[config.mk]
export PLATFORM = sky130hd
export DESIGN_NAME = radix_digit_converter
export DESIGN_NICKNAME = d
export VERILOG_FILES = /design/src/rdc_pkg.sv /design/src/rdc_ctrl.sv /design/src/rdc_datapath.sv /design/src/radix_digit_converter.sv
export SDC_FILE = /design/constraint.sdc
export NUM_CORES = 1
export LEC_CHECK = 0
export ABC_CLOCK_PERIOD_IN_PS = 3600
export BUFFER_PORTS_ARGS = -buffer_cell sky130_fd_sc_hd__buf_4
export CAP_MARGIN = 20
export CORE_MARGIN = 2
export CORE_UTILIZATION = 40
export CTS_CLUSTER_SIZE = 8
export DETAILED_ROUTE_END_ITERATION = 12
export MAX_ROUTING_LAYER = met4
export PLACE_DENSITY = 0.63
export REMOVE_ABC_BUFFERS = 1
export SLEW_MARGIN = 20
export SYNTH_ARGS = -nofsm -noshare
export SYNTH_HDL_FRONTEND = slang
export SYNTH_HIERARCHICAL = 1
export SYNTH_SLANG_ARGS = --single-unit
[constraint.sdc]
create_clock -name clk_i -period 3.6 [get_ports clk_i]
set_input_delay 0.54 -clock clk_i [delete_from_list [all_inputs] [get_ports clk_i]]
set_output_delay 0.54 -clock clk_i [all_outputs]
set_load 0.05 [all_outputs]
[src/rdc_pkg.sv]
// Package for the radix digit converter: widths, radix limits and the
// command and status structs between controller and datapath. No dependencies.
package rdc_pkg;

  localparam int VALUE_BITS  = 64;
  localparam int MAX_DIGITS  = 64;
  localparam int STORE_DEPTH = 64;

  localparam int DIGIT_W   = 6;
  localparam int CNT_W     = 7;
  localparam int RADIX_W   = 7;
  localparam int ADDR_W    = $clog2(STORE_DEPTH);
  localparam int BIT_CNT_W = $clog2(VALUE_BITS);

  localparam logic [RADIX_W-1:0] RADIX_MIN   = RADIX_W'(2);
  localparam logic [RADIX_W-1:0] RADIX_MAX   = RADIX_W'(64);
  localparam logic [RADIX_W-1:0] RADIX_RESET = RADIX_W'(10);

  typedef struct packed {
    logic load;      // latch a new value, clear the digit count
    logic div_step;  // one restoring division step
    logic store;     // write the remainder to the digit store
    logic rd_issue;  // read the digit store at the read pointer
    logic rd_next;   // step the read pointer toward the least significant digit
  } rdc_cmd_t;

  typedef struct packed {
    logic bit_last;   // final division step of this digit
    logic conv_done;  // quotient is zero or the digit limit is reached
    logic rd_last;    // read pointer is at the least significant digit
  } rdc_status_t;

endpackage

[src/rdc_ctrl.sv]
// Controller state machine for the radix digit converter.
// Depends on rdc_pkg for the command and status structs.
module rdc_ctrl import rdc_pkg::*; (
  input  logic        clk_i,
  input  logic        rst_ni,
  input  logic        in_valid_i,
  output logic        in_ready_o,
  output logic        out_valid_o,
  input  logic        out_ready_i,
  input  rdc_status_t status_i,
  output rdc_cmd_t    cmd_o
);

  localparam logic [2:0] ST_IDLE  = 3'd0;
  localparam logic [2:0] ST_DIV   = 3'd1;
  localparam logic [2:0] ST_STORE = 3'd2;
  localparam logic [2:0] ST_READ  = 3'd3;
  localparam logic [2:0] ST_EMIT  = 3'd4;

  logic [2:0] state_q, state_d;

  always_comb begin
    state_d     = state_q;
    cmd_o       = '0;
    in_ready_o  = 1'b0;
    out_valid_o = 1'b0;
    case (state_q)
      ST_IDLE: begin
        in_ready_o = 1'b1;
        if (in_valid_i) begin
          cmd_o.load = 1'b1;
          state_d    = ST_DIV;
        end
      end
      ST_DIV: begin
        cmd_o.div_step = 1'b1;
        if (status_i.bit_last) begin
          state_d = ST_STORE;
        end
      end
      ST_STORE: begin
        cmd_o.store = 1'b1;
        state_d     = status_i.conv_done ? ST_READ : ST_DIV;
      end
      ST_READ: begin
        cmd_o.rd_issue = 1'b1;
        state_d        = ST_EMIT;
      end
      ST_EMIT: begin
        out_valid_o = 1'b1;
        if (out_ready_i) begin
          if (status_i.rd_last) begin
            state_d = ST_IDLE;
          end else begin
            cmd_o.rd_next = 1'b1;
            state_d       = ST_READ;
          end
        end
      end
      default: begin
        state_d = ST_IDLE;
      end
    endcase
  end

  always_ff @(posedge clk_i or negedge rst_ni) begin
    if (!rst_ni) begin
      state_q <= ST_IDLE;
    end else begin
      state_q <= state_d;
    end
  end

endmodule

[src/rdc_datapath.sv]
// Datapath for the radix digit converter: radix register, bit-serial divider,
// digit store and output read register. Depends on rdc_pkg.
module rdc_datapath import rdc_pkg::*; (
  input  logic                  clk_i,
  input  logic                  rst_ni,
  input  logic                  cfg_we_i,
  input  logic [RADIX_W-1:0]    cfg_wdata_i,
  input  logic [63:0]           value_i,
  input  rdc_cmd_t              cmd_i,
  output rdc_status_t           status_o,
  output logic [DIGIT_W-1:0]    digit_o,
  output logic [CNT_W-1:0]      digit_count_o,
  output logic                  last_digit_o
);

  logic [RADIX_W-1:0]    radix_q, radix_d;
  logic [VALUE_BITS-1:0] quo_q, quo_d;
  logic [RADIX_W-1:0]    rem_q, rem_d;
  logic [BIT_CNT_W-1:0]  bit_cnt_q, bit_cnt_d;
  logic [CNT_W-1:0]      cnt_q, cnt_d;
  logic [ADDR_W-1:0]     ptr_q, ptr_d;
  logic [DIGIT_W-1:0]    rd_q;
  logic [DIGIT_W-1:0]    mem [STORE_DEPTH];

  logic [RADIX_W-1:0] trial;
  logic               ge;

  // clamp the radix into the supported range
  always_comb begin
    radix_d = radix_q;
    if (cfg_we_i) begin
      if (cfg_wdata_i < RADIX_MIN) begin
        radix_d = RADIX_MIN;
      end else if (cfg_wdata_i > RADIX_MAX) begin
        radix_d = RADIX_MAX;
      end else begin
        radix_d = cfg_wdata_i;
      end
    end
  end

  // remainder stays below the radix, so its low six bits carry it
  assign trial = {rem_q[RADIX_W-2:0], quo_q[VALUE_BITS-1]};
  assign ge    = (trial >= radix_q);

  always_comb begin
    quo_d     = quo_q;
    rem_d     = rem_q;
    bit_cnt_d = bit_cnt_q;
    cnt_d     = cnt_q;
    ptr_d     = ptr_q;
    if (cmd_i.load) begin
      quo_d     = value_i[VALUE_BITS-1:0];
      rem_d     = '0;
      bit_cnt_d = '0;
      cnt_d     = '0;
    end
    if (cmd_i.div_step) begin
      rem_d     = ge ? (trial - radix_q) : trial;
      quo_d     = {quo_q[VALUE_BITS-2:0], ge};
      bit_cnt_d = bit_cnt_q + BIT_CNT_W'(1);
    end
    if (cmd_i.store) begin
      cnt_d     = cnt_q + CNT_W'(1);
      rem_d     = '0;
      bit_cnt_d = '0;
      ptr_d     = cnt_q[ADDR_W-1:0];
    end
    if (cmd_i.rd_next) begin
      ptr_d = ptr_q - ADDR_W'(1);
    end
  end

  always_ff @(posedge clk_i or negedge rst_ni) begin
    if (!rst_ni) begin
      radix_q   <= RADIX_RESET;
      quo_q     <= '0;
      rem_q     <= '0;
      bit_cnt_q <= '0;
      cnt_q     <= '0;
      ptr_q     <= '0;
    end else begin
      radix_q   <= radix_d;
      quo_q     <= quo_d;
      rem_q     <= rem_d;
      bit_cnt_q <= bit_cnt_d;
      cnt_q     <= cnt_d;
      ptr_q     <= ptr_d;
    end
  end

  always_ff @(posedge clk_i) begin
    if (cmd_i.store) begin
      mem[cnt_q[ADDR_W-1:0]] <= rem_q[DIGIT_W-1:0];
    end
    if (cmd_i.rd_issue) begin
      rd_q <= mem[ptr_q];
    end
  end

  assign status_o.bit_last  = (bit_cnt_q == BIT_CNT_W'(VALUE_BITS - 1));
  assign status_o.conv_done = (quo_q == '0) || (cnt_q == CNT_W'(MAX_DIGITS - 1));
  assign status_o.rd_last   = (ptr_q == '0);

  assign digit_o       = rd_q;
  assign digit_count_o = cnt_q;
  assign last_digit_o  = (ptr_q == '0);

endmodule

[src/radix_digit_converter.sv]
// Radix digit converter: one 64-bit value in, its digits out, most significant first.
// Each digit takes 64 steps of the bit-serial divider plus a store; the digits are then
// read back through the registered digit store. One value is converted at a time.
// Reset (rst_ni, asynchronous, active low) returns the radix to 10 and idles the block.
module radix_digit_converter import rdc_pkg::*; (
  input  logic               clk_i,
  input  logic               rst_ni,
  input  logic               cfg_we_i,
  input  logic [RADIX_W-1:0] cfg_wdata_i,
  input  logic               in_valid_i,
  output logic               in_ready_o,
  input  logic [63:0]        value_i,
  output logic               out_valid_o,
  input  logic               out_ready_i,
  output logic [DIGIT_W-1:0] digit_o,
  output logic [CNT_W-1:0]   digit_count_o,
  output logic               last_digit_o
);

  rdc_cmd_t    cmd;
  rdc_status_t status;

  rdc_ctrl u_ctrl (
    .clk_i       (clk_i),
    .rst_ni      (rst_ni),
    .in_valid_i  (in_valid_i),
    .in_ready_o  (in_ready_o),
    .out_valid_o (out_valid_o),
    .out_ready_i (out_ready_i),
    .status_i    (status),
    .cmd_o       (cmd)
  );

  rdc_datapath u_datapath (
    .clk_i         (clk_i),
    .rst_ni        (rst_ni),
    .cfg_we_i      (cfg_we_i),
    .cfg_wdata_i   (cfg_wdata_i),
    .value_i       (value_i),
    .cmd_i         (cmd),
    .status_o      (status),
    .digit_o       (digit_o),
    .digit_count_o (digit_count_o),
    .last_digit_o  (last_digit_o)
  );

endmodule

==> run metrics <==
worst setup path endpoint last_digit_o; synth warn 6; Fin Setup TNS 0 ns; P_int 12.3 mW; RR Endpoint u_datapath/digit_o[3]; vias post-DR 11500; CTS tree built; cts bufs inserted 71; Synth top area share 57.2%; Die Area 53000 µm²; asr flop ratio synth 20.2%; post-synth top area cell edfxtp_1; NumNets Final 1461; Avg Synthesized Cell Area 16.5 µm²; RSZ-0062 raised after global routing false; PwrDens 724 nW/µm²; Final min period 3.01 ns; number of global-route vias before repair 11800; aggregate routed wire length 46.0 mm; # Max-Cap Violations 0; sw frac 29.1%; Netlist cell types 68; TritonRoute pass-1 iters 5; relative slew slack 39.3%; layout cells sized above 1 22.4%; Num Clock Sinks 489; cell count after synthesis 1241; hold slack -0.000201 ns; crit-path cells nor2_1, and3_1, buf_4; total power draw 17.3 mW; All-Layer GR Usage 18.2%; FF-to-FF setup slack 0.66 ns; Worst setup SP type flip-flop; initial antenna violation count 0; HP Class primary input to asynchronous set/reset pin; leakage power 8.19 nW; H-tree levels 3; sequential area share after synthesis 69.3%; fmax 332 MHz; pin count of the biggest net entering global routing 130; Post-synth top flop edfxtp_1; Critical Path RT 3.06 ns; Slew Viols, Final 0; vias per inst 5.53; clk root buf clkbuf_16; DRC Markers 0; top-level I/O count 92; Crit. End Element primary output; Die Height 230 µm; first-pass GRT wire length 70.8 mm; failing checks hold timing; status finished, violations left; CTS max path bufs 3; clock-pin slew on the worst setup and hold paths 0.05 ns; Clock Skews 0.0252 ns; kind of critical path flip-flop to primary output; Worst EP arrival 2.47 ns; GR Overflow Total 0; clk_lat worst skew 0.59 ns; CORE AREA 50400 µm²; Initial DRC Count 998; peak supply drop 0.385 mV; PortBufs 91; r2r worst-path depth 6; Slew @ Worst Pin 0.910 ns; Synth area leaders edfxtp_1, dfrtp_1, mux4_2; post-CTS setup buffer count 0; hold_buf cts 0; Antenna Cells 0; Rows 82; Die X 230 µm; post-synthesis register bit count 489; worst-path fanout max 18; Fin. Hold Viols 1; DRT antenna net count 0; gpl congestion 0.852; Sequential Power Share 44.9%; CP startpoint u_datapath/ptr_q[3]; Crit path largest cell delay 0.72 ns; synthesized cell area 20500 µm²; Crit-path slowest cell dfrtp_1; final setup fails 0; area delta synth->final 16.7%; combinational group share of total power 20.0%; number of flops mapped to enable cells by yosys 390; Clk pwr share 35.2%; Sw Pwr 5.03 mW; initial core utilization 40.7%; crit share post-route 83.7%; Routed wire per std cell 22.1 µm; reg2reg start u_datapath/ptr_q[0]; post-DP HPWL 29.0 mm; post-cts gate resize count 0
## registers in the layout (all words and copies together) (netlist names)
signal and cells:
u_datapath/quo_q 64, u_datapath/radix_q 7, u_datapath/digit_o 6, u_datapath/rem_q 6
u_datapath/bit_cnt_q 6, u_datapath/digit_count_o 7, u_datapath/mem 384, u_datapath/ptr_q 6
u_ctrl/state_q 3
## power groups by stage
stage,combinational [mW],sequential [mW],clock [mW]
floorplan,1.85,8.10,0
global placement,3.40,7.84,0
detailed placement,3.48,7.85,0
CTS,3.50,7.76,6.22
global route,3.85,7.83,6.46
finish,3.45,7.76,6.09
## through the flow
step	util [%]	instances	instance area [µm²]	setup slack, ns
after global placement	43.4	1972	21800	0.693
after detailed placement	43.4	1972	21800	0.662
final	47.5	2084	23900	0.587
after floorplan	-	1172	20000	-4.89
after global routing	47.5	2084	23900	0.504
after CTS	47.4	2084	23900	0.594
## per-layer routing
metal	GRT usage, %	up-vias	wire length [µm]
li1	-	5142	-
met1	24.1	5856	19700
met2	27.1	435	21200
met3	5.68	83	4040
met4	5.34	0	988
met5	-	-	0
## how the worst min path moves through the flow
| stage | startpoint | end | slack [ns] |
|---|---|---|---|
| 2_1_floorplan | rst_ni | u_ctrl/state_q[0] | 0.24 |
| 3_3_place_gp | u_datapath/bit_cnt_q[5] | u_datapath/bit_cnt_q[5] | 0.46 |
| 3_5_place_dp | u_datapath/quo_q[55] | u_datapath/quo_q[56] | 0.50 |
| 4_1_cts | rst_ni | u_datapath/radix_q[4] | 0.02 |
| 5_1_grt | rst_ni | u_datapath/radix_q[2] | 0.05 |
| 6_report | rst_ni | u_datapath/radix_q[4] | -0.0002 |
## final cells by class
type / count / area, µm²
flip-flops and latches: 489 / 14200
repair buffers: 128 / 977
multi-input cells: 667 / 5760
clock inverters: 5 / 83.8
well taps: 672 / 841
clock buffers: 107 / 1980
fillers: 4265 / 26500
inverters: 16 / 60.1
## cells in the final DEF, fill, tap and decap left out, types with 3 or more instances in the layout
cell       netlist  layout
nand2_1        104     104
mux4_1          20      20
nor3_1          13      13
inv_16           0       3
and3_1           4       4
edfxtp_1       390     390
nor2_1          93      93
xor2_1           4       4
xnor2_1          6       6
nand3b_1         4       4
inv_1           15      15
nor4_1          18      18
o22ai_1         11      11
mux2i_1         70      70
buf_4            3     126
nor2b_1         11      11
clkbuf_16        0      74
nand3_1         14      14
a211oi_1         6       6
or3_1            4       4
a221oi_1        10      10
o31ai_1          6       6
dfrtp_2          0       7
a21o_1           4       4
ha_1            11      11
dfrtp_1         97      88
mux2_2           3       3
o21ai_0         86      86
nand2b_1        13      13
nand4_1          5       5
a211oi_2         5       5
a22o_1          11      11
mux4_2          75      75
o221ai_1         9       9
a21oi_1         14      14
clkbuf_1        29      33
## cell usage after synthesis, types with 10 or more instances
| library cell | number |
|---|---|
| dfrtp_1 | 97 |
| a22o_1 | 11 |
| nand2b_1 | 13 |
| a21oi_1 | 14 |
| mux4_2 | 75 |
| inv_1 | 15 |
| nand2_1 | 104 |
| nor2b_1 | 11 |
| nor2_1 | 93 |
| nor3_1 | 13 |
| edfxtp_1 | 390 |
| nand3_1 | 14 |
| o21ai_0 | 86 |
| buf_2 | 11 |
| clkbuf_1 | 29 |
| o22ai_1 | 11 |
| mux2i_1 | 70 |
| mux4_1 | 20 |
| nor4_1 | 18 |
| ha_1 | 11 |
| a221oi_1 | 10 |
## worst max-delay path, delay by kind of cell, from the launching register on
family        cells  cell delay, ns
simple gates      2            0.89
flops             1            0.72
buf+inv           1            0.27
## cells by family after synthesis
logic type	count (synthesis)	share of synthesized area, %
simple gates	302	6.87
compound gates	175	5.59
flops	489	69.3
mux	168	14.4
buf+inv	85	2.65
xor+xnor	10	0.428
fa+ha+maj	12	0.770
No activity file was read; power rests on OpenSTA's default activity.
